<file path="src/rtl/avg_pkg.sv">
package avg_pkg;

    localparam int CORDIC_STAGES_DEF = 16;
    localparam int ATAN_LEN          = 24;

    localparam int IDX_W   = 9;
    localparam int ANG_W   = 16;
    localparam int COORD_W = 15;
    localparam int CNT_W   = 9;
    localparam int MAG_W   = 14;
    localparam int CFG_AW  = 2;

    // clamped sweep magnitude, degree count, sweep * index
    localparam int SWP_W  = 15;
    localparam int DEG_W  = 9;
    localparam int DPR_W  = 22;
    localparam int DPROD_W = SWP_W + DPR_W;
    localparam int PROD_W = 24;
    localparam int DIVD_W = PROD_W + 16;

    // long division: 31 quotient bits, four per stage
    localparam int QUO_W      = 31;
    localparam int REM_W      = DEG_W + 1;
    localparam int DIV_STEP   = 4;
    localparam int DIV_STAGES = (QUO_W + DIV_STEP - 1) / DIV_STEP;

    // CORDIC datapath (Q30 x/y, Q28 z)
    localparam int CW    = 32;
    localparam int FOLD_W = 33;

    localparam logic [SWP_W-1:0] SWEEP_FULL  = 15'd25736;
    localparam logic [DPR_W-1:0] DEG_PER_RAD = 22'd3754936;

    localparam logic signed [FOLD_W-1:0] PI_Q28      = 33'sd843314857;
    localparam logic signed [FOLD_W-1:0] HALF_PI_Q28 = 33'sd421657428;
    localparam logic signed [FOLD_W-1:0] TWO_PI_Q28  = 33'sd1686629713;
    localparam logic signed [CW-1:0]     START_X_Q30 = 32'sd326016437;
    localparam logic [MAG_W-1:0]         OUT_LIMIT   = 14'd8192;

    localparam logic [CFG_AW-1:0] REG_ARC_ANGLE = 2'd0;
    localparam logic [CFG_AW-1:0] REG_MIRROR_X  = 2'd1;
    localparam logic [CFG_AW-1:0] REG_MIRROR_Y  = 2'd2;

    typedef struct packed {
        logic             present;
        logic [CNT_W-1:0] count;
        logic             mirror_x;
        logic             mirror_y;
    } side_t;

    function automatic logic [27:0] atan_q28(input int i);
        logic [27:0] v;
        case (i)
            0:  v = 28'd210828714;
            1:  v = 28'd124459457;
            2:  v = 28'd65760959;
            3:  v = 28'd33381290;
            4:  v = 28'd16755422;
            5:  v = 28'd8385879;
            6:  v = 28'd4193963;
            7:  v = 28'd2097109;
            8:  v = 28'd1048571;
            9:  v = 28'd524287;
            10: v = 28'd262144;
            11: v = 28'd131072;
            12: v = 28'd65536;
            13: v = 28'd32768;
            14: v = 28'd16384;
            15: v = 28'd8192;
            16: v = 28'd4096;
            17: v = 28'd2048;
            18: v = 28'd1024;
            19: v = 28'd512;
            20: v = 28'd256;
            21: v = 28'd128;
            22: v = 28'd64;
            23: v = 28'd32;
            default: v = 28'd0;
        endcase
        return v;
    endfunction

endpackage

</file>
<file path="src/rtl/avg_div.sv">
module avg_div (
    input  logic                           clk,
    input  logic                           rst_n,
    input  logic                           in_valid,
    input  avg_pkg::side_t                 in_side,
    input  logic [avg_pkg::DIVD_W-1:0]     dividend,
    input  logic [avg_pkg::DEG_W-1:0]      divisor,
    output logic                           out_valid,
    output avg_pkg::side_t                 out_side,
    output logic [avg_pkg::QUO_W-1:0]      quotient
);
    import avg_pkg::*;

    logic               val [0:DIV_STAGES];
    side_t              sd  [0:DIV_STAGES];
    logic [REM_W-1:0]   rem [0:DIV_STAGES];
    logic [QUO_W-1:0]   low [0:DIV_STAGES];
    logic [QUO_W-1:0]   quo [0:DIV_STAGES];
    logic [DEG_W-1:0]   dv  [0:DIV_STAGES];

    // remainder starts with the bits above the quotient field
    assign val[0] = in_valid;
    assign sd[0]  = in_side;
    assign rem[0] = {1'b0, dividend[DIVD_W-1:QUO_W]};
    assign low[0] = dividend[QUO_W-1:0];
    assign quo[0] = '0;
    assign dv[0]  = divisor;

    for (genvar s = 0; s < DIV_STAGES; s++) begin : g_stage
        logic [REM_W-1:0] r_c;
        logic [QUO_W-1:0] l_c;
        logic [QUO_W-1:0] q_c;
        logic [REM_W-1:0] d_c;

        always_comb
        begin
            r_c = rem[s];
            l_c = low[s];
            q_c = quo[s];
            d_c = {1'b0, dv[s]};
            for (int k = 0; k < DIV_STEP; k++)
            begin
                if (s * DIV_STEP + k < QUO_W)
                begin
                    r_c = {r_c[REM_W-2:0], l_c[QUO_W-1]};
                    l_c = {l_c[QUO_W-2:0], 1'b0};
                    if (r_c >= d_c)
                    begin
                        r_c = r_c - d_c;
                        q_c = {q_c[QUO_W-2:0], 1'b1};
                    end
                    else
                    begin
                        q_c = {q_c[QUO_W-2:0], 1'b0};
                    end
                end
            end
        end

        always_ff @(posedge clk or negedge rst_n)
        begin
            if (!rst_n)
                val[s+1] <= 1'b0;
            else
                val[s+1] <= val[s];
        end

        always_ff @(posedge clk)
        begin
            sd[s+1]  <= sd[s];
            rem[s+1] <= r_c;
            low[s+1] <= l_c;
            quo[s+1] <= q_c;
            dv[s+1]  <= dv[s];
        end
    end

    assign out_valid = val[DIV_STAGES];
    assign out_side  = sd[DIV_STAGES];
    assign quotient  = quo[DIV_STAGES];

endmodule

</file>
<file path="config.mk">
export PLATFORM = sky130hd
export DESIGN_NAME = avg_div
export DESIGN_NICKNAME = d
export VERILOG_FILES = /design/src/rtl/avg_pkg.sv /design/src/rtl/avg_div.sv
export SDC_FILE = /design/constraint.sdc
export NUM_CORES = 1
export LEC_CHECK = 0
export BUFFER_PORTS_ARGS = -buffer_cell sky130_fd_sc_hd__buf_2
export CAP_MARGIN = 5
export CORE_UTILIZATION = 50
export CTS_CLUSTER_DIAMETER = 150
export DETAILED_ROUTE_END_ITERATION = 10
export GPL_ROUTABILITY_DRIVEN = 0
export PLACE_DENSITY = 0.7
export SETUP_SLACK_MARGIN = 0.02
export SYNTH_ARGS = -nofsm -noshare
export SYNTH_HDL_FRONTEND = slang
export SYNTH_SLANG_ARGS = --single-unit
export TNS_END_PERCENT = 5
</file>
<file path="constraint.sdc">
create_clock -name clk -period 10.65 [get_ports clk]
set_input_delay 1.5975 -clock clk [delete_from_list [all_inputs] [get_ports clk]]
set_output_delay 1.5975 -clock clk [all_outputs]
set_load 0.01 [all_outputs]
</file>
==> impl_metrics.json <==
{
  "status": "finished with violations",
  "violations": "DRC",
  "fillerInstances": 3963,
  "nNetsFinal": 2869,
  "drv_cap": 0,
  "reg2regPathDepth": 33,
  "cp.required_ps": 11130,
  "synth_area_leaders": "dfxtp_1 (39%), ha_1 (15%), mux2_2 (6.6%)",
  "r2r_start": "dv[37]",
  "clkLatencyLatePin_ps": 600,
  "hp-class": "register to register",
  "met2_usage_pct": 35.2,
  "cpPeakStageDelay_ps": 560,
  "clockBufferDepth": 3,
  "route.detailed.drc": 6,
  "fin_crit_sh_pct": 89.0,
  "portBuffers": 107,
  "cts_tree": "done",
  "start_kind": "register",
  "vias": 17100,
  "seq_area_frac_synth_pct": 40.3,
  "ys.flop_type": "dfxtp_1",
  "yosysUniqueCellTypes": 76,
  "hold_violations": 0,
  "rsz0062_at_grt": "no",
  "crit_buf_inv": 2,
  "drt-wirelength-per-cell_um": 15.6,
  "critPathTopFamily": "compound AO/OA/AOI/OAI gates",
  "use_met1_pct": 25.1,
  "hold_slack_ps": 314,
  "syn_nets": 2732,
  "grt_pass1_wl_mm": 80.6,
  "arrival_ps": 9960,
  "synth_edf_count": 0,
  "ctsHoldBuffers": 0,
  "cts.root.buffer_cell": "clkbuf_16",
  "num_rows": 79,
  "drv_slew": 0,
  "postRouteWirelength_mm": 48.9,
  "post-route-min-period_ps": 9480,
  "final_antenna_net_count": 0,
  "initial_core_util_pct": 51.0,
  "cts_htree_levels": 2,
  "clk_pin_slew_ps": 70,
  "grt_max_degree": 17,
  "cts_made_buffers": 48,
  "dr.pass1.iters": 10,
  "yosysTopAreaCell": "dfxtp_1",
  "gr-max-usage-layer": "met2",
  "drive_above_1_share_pct": 15.0,
  "tightestPinTransition_ps": 808,
  "grt_use_total_pct": 20.3,
  "synth-async-reset-ratio_pct": 1.67,
  "yosys.cell_count.top_type": "dfxtp_1",
  "final.setup_skew_ps": 21.7,
  "synth_top_cells_by_count": "dfxtp_1 (470), ha_1 (279), inv_1 (191), a21oi_1 (167), mux2_2 (139)",
  "antenna_cells": 0,
  "crit_fanout": 12,
  "finalSetupTns_ps": 0,
  "hold_depth": 0,
  "area_growth_pct": 11.9,
  "cts.sinks": 478,
  "syn-instance-count": 2359,
  "overflow": 0,
  "dieArea_sq_um": 48600,
  "synth_area_per_cell_sq_um": 10.1,
  "synth_top_area_share_pct": 39.5,
  "fp.dieH_um": 220,
  "critPathCaptureType": "register",
  "slowest_stage": "a2111oi_4",
  "cts_setup_buffers": 0,
  "dpl.hpwl_mm": 37.8,
  "io_pins": 108,
  "drt_iter0_markers": 838,
  "crit_type": "register to register",
  "grt_pass1_vias": 17300,
  "antenna_found_initial": 1,
  "setup_viol": 0,
  "hold_start": "quo[189]",
  "cts_resized": 0,
  "fmax_ghz": 0.105,
  "r2r_slack_ps": 1170,
  "reg2reg_to": "rem[38]",
  "startpoint": "dv[37]",
  "yosysWarnings": 0,
  "synth_area_sq_um": 23800,
  "die_x_um": 220,
  "hold_end": "quo[162]",
  "vias_per_cell": 5.44,
  "slew_headroom_pct": 46.0,
  "core-area_sq_um": 46800,
  "grtUsageMet3_pct": 3.01,
  "synth-seq-cells": 478
}
-- sequential cells by signal (all words and copies together), names as in the netlist --
name,count
quotient,31
out_side,12
val,7
quo,112
sd,84
out_valid,1
rem,63
low,27
g_stage.l_c,78
dv,63
-- worst max-delay path by stage --
stage,endpoint,slack (ps),cells past startpoint
5_1_grt,rem[47],400,31
6_report,rem[38],1170,33
3_3_place_gp,rem[71],1280,36
4_1_cts,rem[38],1190,33
2_1_floorplan,rem[71],2090,36
3_5_place_dp,rem[71],950,34
-- kinds of logic after synthesis --
logic type      after synthesis  synth area share, %
compound gates              544                 14.8
mux                         176                 8.36
fa+ha+maj                   309                 17.2
flops                       478                 40.3
xor+xnor                    169                 6.21
buf+inv                     222                 3.69
simple gates                461                 9.52
-- metal layers --
metal / part of all wire [%] / routed length (um) / vias up
met2: 47 / 23200 / 343
met5: 0 / 0 / -
li1: - / - / 8591
met1: 46 / 22300 / 8035
met4: 3.1 / 1530 / 0
met3: 3.9 / 1890 / 103
-- area by class of cell --
class	instances	area [sq um]	share of cell area (%)
Inverter	197	739	2.77
Clock inverter	28	337	1.26
Timing Repair Buffer	112	573	2.15
Tap cell	607	759	2.85
Clock buffer	59	1290	4.85
Sequential cell	478	9610	36.0
Multi-Input combinational cell	1659	13400	50.1
-- placed cells by master (no fill, tap or decap), types with 8 or more instances in the layout --
cell type  netlist  final
or2_2           11     11
o21ai_0        134    134
mux2_2         139    139
xor2_1          62     62
or3_1           11     11
a211oi_1        15     15
dfrtp_1          8      8
o211ai_1         9      9
mux2_4           9      9
nand3_1         15     15
mux2i_1         27     27
nor3_1          26     26
o21a_1          28     28
dfxtp_1        470    470
xnor2_1        107    107
inv_1          191    191
nand2_1        112    112
nor2b_1         52     52
a21oi_1        167    167
buf_2            1    107
a21boi_0        11     11
o21bai_1        20     20
and3_1           8      8
ha_1           279    279
clkbuf_16        0     48
clkinv_2         0      9
nor2_1         128    128
a21o_1          58     58
nand2b_1        35     35
fa_1            30     30
o31ai_1         19     19
nand4_1         47     47
-- metrics by stage --
| step | utilization [%] | std cells | instance area [sq um] | worst slack, ps |
|---|---|---|---|---|
| after global placement | 53.6 | 3053 | 25000 | 1280 |
| after global routing | 57.0 | 3140 | 26700 | 397 |
| final | 57.0 | 3140 | 26700 | 1170 |
| after CTS | 57.0 | 3140 | 26700 | 1190 |
| after detailed placement | 53.6 | 3053 | 25000 | 949 |
| after floorplan | - | 2359 | 23800 | 2090 |
Power is left out: the tool's default activity adds up to more than one toggle a clock period on the data nets, which glitch-free logic cannot reach.
