[src/rtl/avg_pkg.sv]
package avg_pkg;

    localparam int CORDIC_STAGES_DEF = 16;
    localparam int ATAN_LEN          = 24;

    localparam int IDX_W   = 9;
    localparam int ANG_W   = 16;
    localparam int COORD_W = 15;
    localparam int CNT_W   = 9;
    localparam int MAG_W   = 14;
    localparam int CFG_AW  = 2;

    // clamped sweep magnitude, degree count, sweep * index
    localparam int SWP_W  = 15;
    localparam int DEG_W  = 9;
    localparam int DPR_W  = 22;
    localparam int DPROD_W = SWP_W + DPR_W;
    localparam int PROD_W = 24;
    localparam int DIVD_W = PROD_W + 16;

    // long division: 31 quotient bits, four per stage
    localparam int QUO_W      = 31;
    localparam int REM_W      = DEG_W + 1;
    localparam int DIV_STEP   = 4;
    localparam int DIV_STAGES = (QUO_W + DIV_STEP - 1) / DIV_STEP;

    // CORDIC datapath (Q30 x/y, Q28 z)
    localparam int CW    = 32;
    localparam int FOLD_W = 33;

    localparam logic [SWP_W-1:0] SWEEP_FULL  = 15'd25736;
    localparam logic [DPR_W-1:0] DEG_PER_RAD = 22'd3754936;

    localparam logic signed [FOLD_W-1:0] PI_Q28      = 33'sd843314857;
    localparam logic signed [FOLD_W-1:0] HALF_PI_Q28 = 33'sd421657428;
    localparam logic signed [FOLD_W-1:0] TWO_PI_Q28  = 33'sd1686629713;
    localparam logic signed [CW-1:0]     START_X_Q30 = 32'sd326016437;
    localparam logic [MAG_W-1:0]         OUT_LIMIT   = 14'd8192;

    localparam logic [CFG_AW-1:0] REG_ARC_ANGLE = 2'd0;
    localparam logic [CFG_AW-1:0] REG_MIRROR_X  = 2'd1;
    localparam logic [CFG_AW-1:0] REG_MIRROR_Y  = 2'd2;

    typedef struct packed {
        logic             present;
        logic [CNT_W-1:0] count;
        logic             mirror_x;
        logic             mirror_y;
    } side_t;

    function automatic logic [27:0] atan_q28(input int i);
        logic [27:0] v;
        case (i)
            0:  v = 28'd210828714;
            1:  v = 28'd124459457;
            2:  v = 28'd65760959;
            3:  v = 28'd33381290;
            4:  v = 28'd16755422;
            5:  v = 28'd8385879;
            6:  v = 28'd4193963;
            7:  v = 28'd2097109;
            8:  v = 28'd1048571;
            9:  v = 28'd524287;
            10: v = 28'd262144;
            11: v = 28'd131072;
            12: v = 28'd65536;
            13: v = 28'd32768;
            14: v = 28'd16384;
            15: v = 28'd8192;
            16: v = 28'd4096;
            17: v = 28'd2048;
            18: v = 28'd1024;
            19: v = 28'd512;
            20: v = 28'd256;
            21: v = 28'd128;
            22: v = 28'd64;
            23: v = 28'd32;
            default: v = 28'd0;
        endcase
        return v;
    endfunction

endpackage

[src/rtl/avg_cordic.sv]
module avg_cordic #(
    parameter int STAGES = avg_pkg::CORDIC_STAGES_DEF
) (
    input  logic                          clk,
    input  logic                          rst_n,
    input  logic                          in_valid,
    input  avg_pkg::side_t                in_side,
    input  logic [avg_pkg::QUO_W-1:0]     theta,
    output logic                          out_valid,
    output avg_pkg::side_t                out_side,
    output logic [avg_pkg::MAG_W-1:0]     x_mag,
    output logic                          x_neg,
    output logic [avg_pkg::MAG_W-1:0]     y_mag,
    output logic                          y_neg
);
    import avg_pkg::*;

    localparam int RND_W = CW - 16 + 1;

    logic                 val [0:STAGES];
    side_t                sd  [0:STAGES];
    logic                 fl  [0:STAGES];
    logic signed [CW-1:0] xr  [0:STAGES];
    logic signed [CW-1:0] yr  [0:STAGES];
    logic signed [CW-1:0] zr  [0:STAGES];

    // fold into -pi/2..pi/2; a fold by pi flips both signs
    logic signed [FOLD_W-1:0] t0_c, t1_c, t2_c;
    logic                     fold_c;

    always_comb
    begin
        t0_c   = $signed({2'b00, theta});
        t1_c   = (t0_c > PI_Q28) ? t0_c - TWO_PI_Q28 : t0_c;
        t2_c   = t1_c;
        fold_c = 1'b0;
        if (t1_c > HALF_PI_Q28)
        begin
            t2_c   = t1_c - PI_Q28;
            fold_c = 1'b1;
        end
        else if (t1_c < -HALF_PI_Q28)
        begin
            t2_c   = t1_c + PI_Q28;
            fold_c = 1'b1;
        end
    end

    always_ff @(posedge clk or negedge rst_n)
    begin
        if (!rst_n)
            val[0] <= 1'b0;
        else
            val[0] <= in_valid;
    end

    always_ff @(posedge clk)
    begin
        sd[0] <= in_side;
        fl[0] <= fold_c;
        xr[0] <= START_X_Q30;
        yr[0] <= '0;
        zr[0] <= t2_c[CW-1:0];
    end

    for (genvar i = 0; i < STAGES; i++) begin : g_iter
        logic signed [CW-1:0] dx_c, dy_c, at_c;

        assign dx_c = yr[i] >>> i;
        assign dy_c = xr[i] >>> i;
        assign at_c = $signed({{(CW-28){1'b0}}, atan_q28(i)});

        always_ff @(posedge clk or negedge rst_n)
        begin
            if (!rst_n)
                val[i+1] <= 1'b0;
            else
                val[i+1] <= val[i];
        end

        always_ff @(posedge clk)
        begin
            sd[i+1] <= sd[i];
            fl[i+1] <= fl[i];
            if (!zr[i][CW-1])
            begin
                xr[i+1] <= xr[i] - dx_c;
                yr[i+1] <= yr[i] + dy_c;
                zr[i+1] <= zr[i] - at_c;
            end
            else
            begin
                xr[i+1] <= xr[i] + dx_c;
                yr[i+1] <= yr[i] - dy_c;
                zr[i+1] <= zr[i] + at_c;
            end
        end
    end

    // Q30 -> Q14 magnitude, round half away from zero, saturate
    logic [CW-1:0]    xa_c, ya_c;
    logic [RND_W-1:0] xrn_c, yrn_c;
    logic [MAG_W-1:0] xm_c, ym_c;

    always_comb
    begin
        xa_c  = xr[STAGES][CW-1] ? CW'(-xr[STAGES]) : CW'(xr[STAGES]);
        ya_c  = yr[STAGES][CW-1] ? CW'(-yr[STAGES]) : CW'(yr[STAGES]);
        xrn_c = RND_W'(({1'b0, xa_c} + (CW+1)'(32768)) >> 16);
        yrn_c = RND_W'(({1'b0, ya_c} + (CW+1)'(32768)) >> 16);
        xm_c  = (xrn_c > RND_W'(OUT_LIMIT)) ? OUT_LIMIT : xrn_c[MAG_W-1:0];
        ym_c  = (yrn_c > RND_W'(OUT_LIMIT)) ? OUT_LIMIT : yrn_c[MAG_W-1:0];
    end

    logic  ov_reg;
    side_t os_reg;
    logic [MAG_W-1:0] xm_reg, ym_reg;
    logic  xn_reg, yn_reg;

    always_ff @(posedge clk or negedge rst_n)
    begin
        if (!rst_n)
            ov_reg <= 1'b0;
        else
            ov_reg <= val[STAGES];
    end

    always_ff @(posedge clk)
    begin
        os_reg <= sd[STAGES];
        xm_reg <= xm_c;
        ym_reg <= ym_c;
        xn_reg <= xr[STAGES][CW-1] ^ fl[STAGES] ^ sd[STAGES].mirror_x;
        yn_reg <= yr[STAGES][CW-1] ^ fl[STAGES] ^ sd[STAGES].mirror_y;
    end

    assign out_valid = ov_reg;
    assign out_side  = os_reg;
    assign x_mag     = xm_reg;
    assign x_neg     = xn_reg;
    assign y_mag     = ym_reg;
    assign y_neg     = yn_reg;

endmodule

[config.mk]
export PLATFORM = sky130hd
export DESIGN_NAME = avg_cordic
export DESIGN_NICKNAME = d
export VERILOG_FILES = /design/src/rtl/avg_pkg.sv /design/src/rtl/avg_cordic.sv
export SDC_FILE = /design/constraint.sdc
export NUM_CORES = 2
export LEC_CHECK = 0
export ABC_CLOCK_PERIOD_IN_PS = 6300
export CORE_MARGIN = 2
export CORE_UTILIZATION = 60
export CTS_CLUSTER_DIAMETER = 80
export DETAILED_ROUTE_END_ITERATION = 10
export DONT_BUFFER_PORTS = 1
export MAX_ROUTING_LAYER = met4
export PLACE_DENSITY_LB_ADDON = 0.3
export SYNTH_ARGS = -nofsm -noshare
export SYNTH_HDL_FRONTEND = slang
export SYNTH_SLANG_ARGS = --single-unit
[constraint.sdc]
create_clock -name clk -period 6.3 [get_ports clk]
set_input_delay 1.575 -clock clk [delete_from_list [all_inputs] [get_ports clk]]
set_output_delay 1.575 -clock clk [all_outputs]
set_load 0.05 [all_outputs]
==> qor.txt <==
row cnt - 155
commonest non-fill, non-tap cell in the layout - dfxtp_1
RSZ-0062 raised after global routing - false
Area Overhead vs Synth - 8.66%
clk buf depth - 3
Netlist cell types - 115
Async S/R FF share, synth - 0.0109
vias post-DR - 88,700
initial core utilization - 0.603
DP HPWL - 222,000 um
CTS sink cnt - 1,651
run status - completed
max cap viols - 0
max_slew headroom - 0.226
Clock Pin Slew Worst Setup and Hold Paths - 70 ps
drt drc - 0
port bufs - 0
htree depth - 4
# resized after CTS - 0
final net count - 13,700
post-route ant nets - 0
TritonCTS Buffers - 178
CP Data Required Time - 7010 ps
slowest cell on the critical path - a2111oi_0
Avg Vias per Cell - 5.97
DIE WIDTH - 427 um
CTS Hold Buffers Added - 0
Pins Over Slew Limit - 0
GR Overflow Total - 0
Cell Chain, Critical Path - nor3_1 -> nor4bb_1 -> a21oi_1 -> xnor2_1 -> ha_1 -> nand2_1 -> o31ai_1 -> o21a_1 -> o41ai_1 -> o311a_1 -> a2111oi_0 -> nor3_1 -> o41ai_1 -> a21oi_1 -> xnor2_1
Post-Route WL - 280,000 um
Main synth FF type - dfxtp_1
initial detailed-routing violation count - 6,218
setup TNS - 0 ps
synthesized area - 107,000 um2
DR pass1 iterations - 6
pin count of the biggest net entering global routing - 61
flops & latches, synth - 1,651
Post-synth EDFFs - 0
slew of the pin with the lowest slew margin - 1160 ps
CTS root buf - clkbuf_16
startpoint types - register
WL/cell - 18.8 um
Worst EP arrival - 6280 ps
Hold Vio Cnt, Final - 0
DIE HEIGHT - 427 um
Worst path max stage delay - 740 ps
worst min path class - register to register
Fmax - 179 MHz
Yosys Warn Count - 0
period utilization - 0.885
register area share after synthesis - 0.309
Buf/Inv on CP - 0
Clock Latency Late Sink - 840 ps
vias in the first global route - 85,700
TritonCTS clock tree - done
Ports - 89
worst-path fanout max - 6
Crit path max-delay family - compound AO/OA/AOI/OAI gates
syn avg cell area - 8.75 um2
Layout Skew - 46.4 ps
share of layout cells above drive strength 1 - 0.0479
commonest cells after routing, fill and taps aside - 1,621 x dfxtp_1, 1,282 x ha_1, 1,201 x xnor2_1
CP Capture Type - register
Syn Inst Count - 12,300
die area - 182,000 um2
WS Path Type - register to register
area of the core - 178,000 um2
GP Congestion - 0.954
initial antenna violation count - 1
postcts setup bufs - 0
total track usage - 0.308
minimum clock period - 5580 ps
# setup viols final - 0
first-pass GRT wire length - 448,000 um
## logic make-up after synthesis
group | share of synthesized area
AOI/OAI and AO/OA | 0.194
xor gates and xnor gates | 0.148
adders and majority gates | 0.157
buffers and inverters | 0.0238
DFF | 0.309
muxes | 0.0102
other | 0.0000699
and+or+nand+nor | 0.158
## per-layer routing
metal	GRT usage	part of all wire	wire length (um)	vias to the layer above
met5	-	0	0	-
met4	0.116	0.039	10900	0
met3	0.0382	0.052	14600	600
met2	0.514	0.47	132000	2455
met1	0.381	0.44	123000	41500
li1	-	-	-	44100
## final cells by class
cell class	instances	area (um2)
diodes	1	2.50
repair buffers	82	653
inverters	450	1690
fillers	14600	61500
flip-flops and latches	1651	33200
multi-input cells	9974	71700
clock inverters	101	1480
well taps	2355	2950
clock buffers	235	5060
## cell usage after synthesis (49+ instances only)
| cell | instances | share of area |
|---|---|---|
| xnor2_1 | 1201 | 0.098 |
| a211oi_1 | 94 | 0.0066 |
| a21o_1 | 394 | 0.028 |
| dfxtp_1 | 1633 | 0.30 |
| o21ai_0 | 546 | 0.025 |
| nor3_1 | 406 | 0.019 |
| a31oi_1 | 134 | 0.0078 |
| inv_1 | 448 | 0.016 |
| nand4_1 | 51 | 0.0030 |
| o31ai_1 | 49 | 0.0034 |
| nor2_1 | 1161 | 0.041 |
| a21oi_1 | 1171 | 0.055 |
| and2_1 | 85 | 0.0050 |
| and3_1 | 141 | 0.0082 |
| ha_1 | 1282 | 0.15 |
| or2_2 | 50 | 0.0029 |
| nand2b_1 | 205 | 0.012 |
| xor2_1 | 608 | 0.050 |
| or3_1 | 118 | 0.0069 |
| nand3_1 | 245 | 0.011 |
| nor2b_1 | 199 | 0.012 |
| nor4_1 | 74 | 0.0043 |
| mux2_2 | 65 | 0.0068 |
| nand2_1 | 546 | 0.019 |
| clkbuf_1 | 134 | 0.0047 |
| o21a_1 | 172 | 0.012 |
| o21bai_1 | 131 | 0.0092 |
| o211ai_1 | 66 | 0.0046 |
## sequential cells by signal (all words and copies together) (netlist names)
register / cells
out_valid: 1
yr: 481
zr: 411
fl: 17
y_mag: 14
out_side: 12
x_neg: 1
sd: 204
x_mag: 14
y_neg: 1
val: 17
xr: 478
## final timing paths
check | start | to | slack, ps | cells after the start
max in group asynchronous | rst_n | val[16] | 5780 | 0
hold reg to reg | sd[0][16] | sd[0][28] | 320 | 0
setup reg to reg | xr[3][3] | yr[4][30] | 720 | 15
setup / recovery | xr[3][3] | yr[4][30] | 720 | 15
min in group asynchronous | rst_n | val[1] | 430 | 0
hold / removal | sd[0][16] | sd[0][28] | 320 | 0
## stage by stage
| stage | cell area, um2 | utilization | std cells | worst slack [ps] | hold WS [ps] |
|---|---|---|---|---|---|
| global route | 117000 | 0.655 | 14800 | 331 | 323 |
| detailed placement | 110000 | 0.618 | 14500 | 620 | 312 |
| finish | 117000 | 0.655 | 14800 | 725 | 317 |
| floorplan | 107000 | - | 12300 | 998 | 310 |
| global placement | 110000 | 0.618 | 14500 | 581 | 309 |
| CTS | 117000 | 0.655 | 14800 | 925 | 315 |
Power is left out: the tool's default activity adds up to more than one toggle a clock period on the data nets, which glitch-free logic cannot reach.
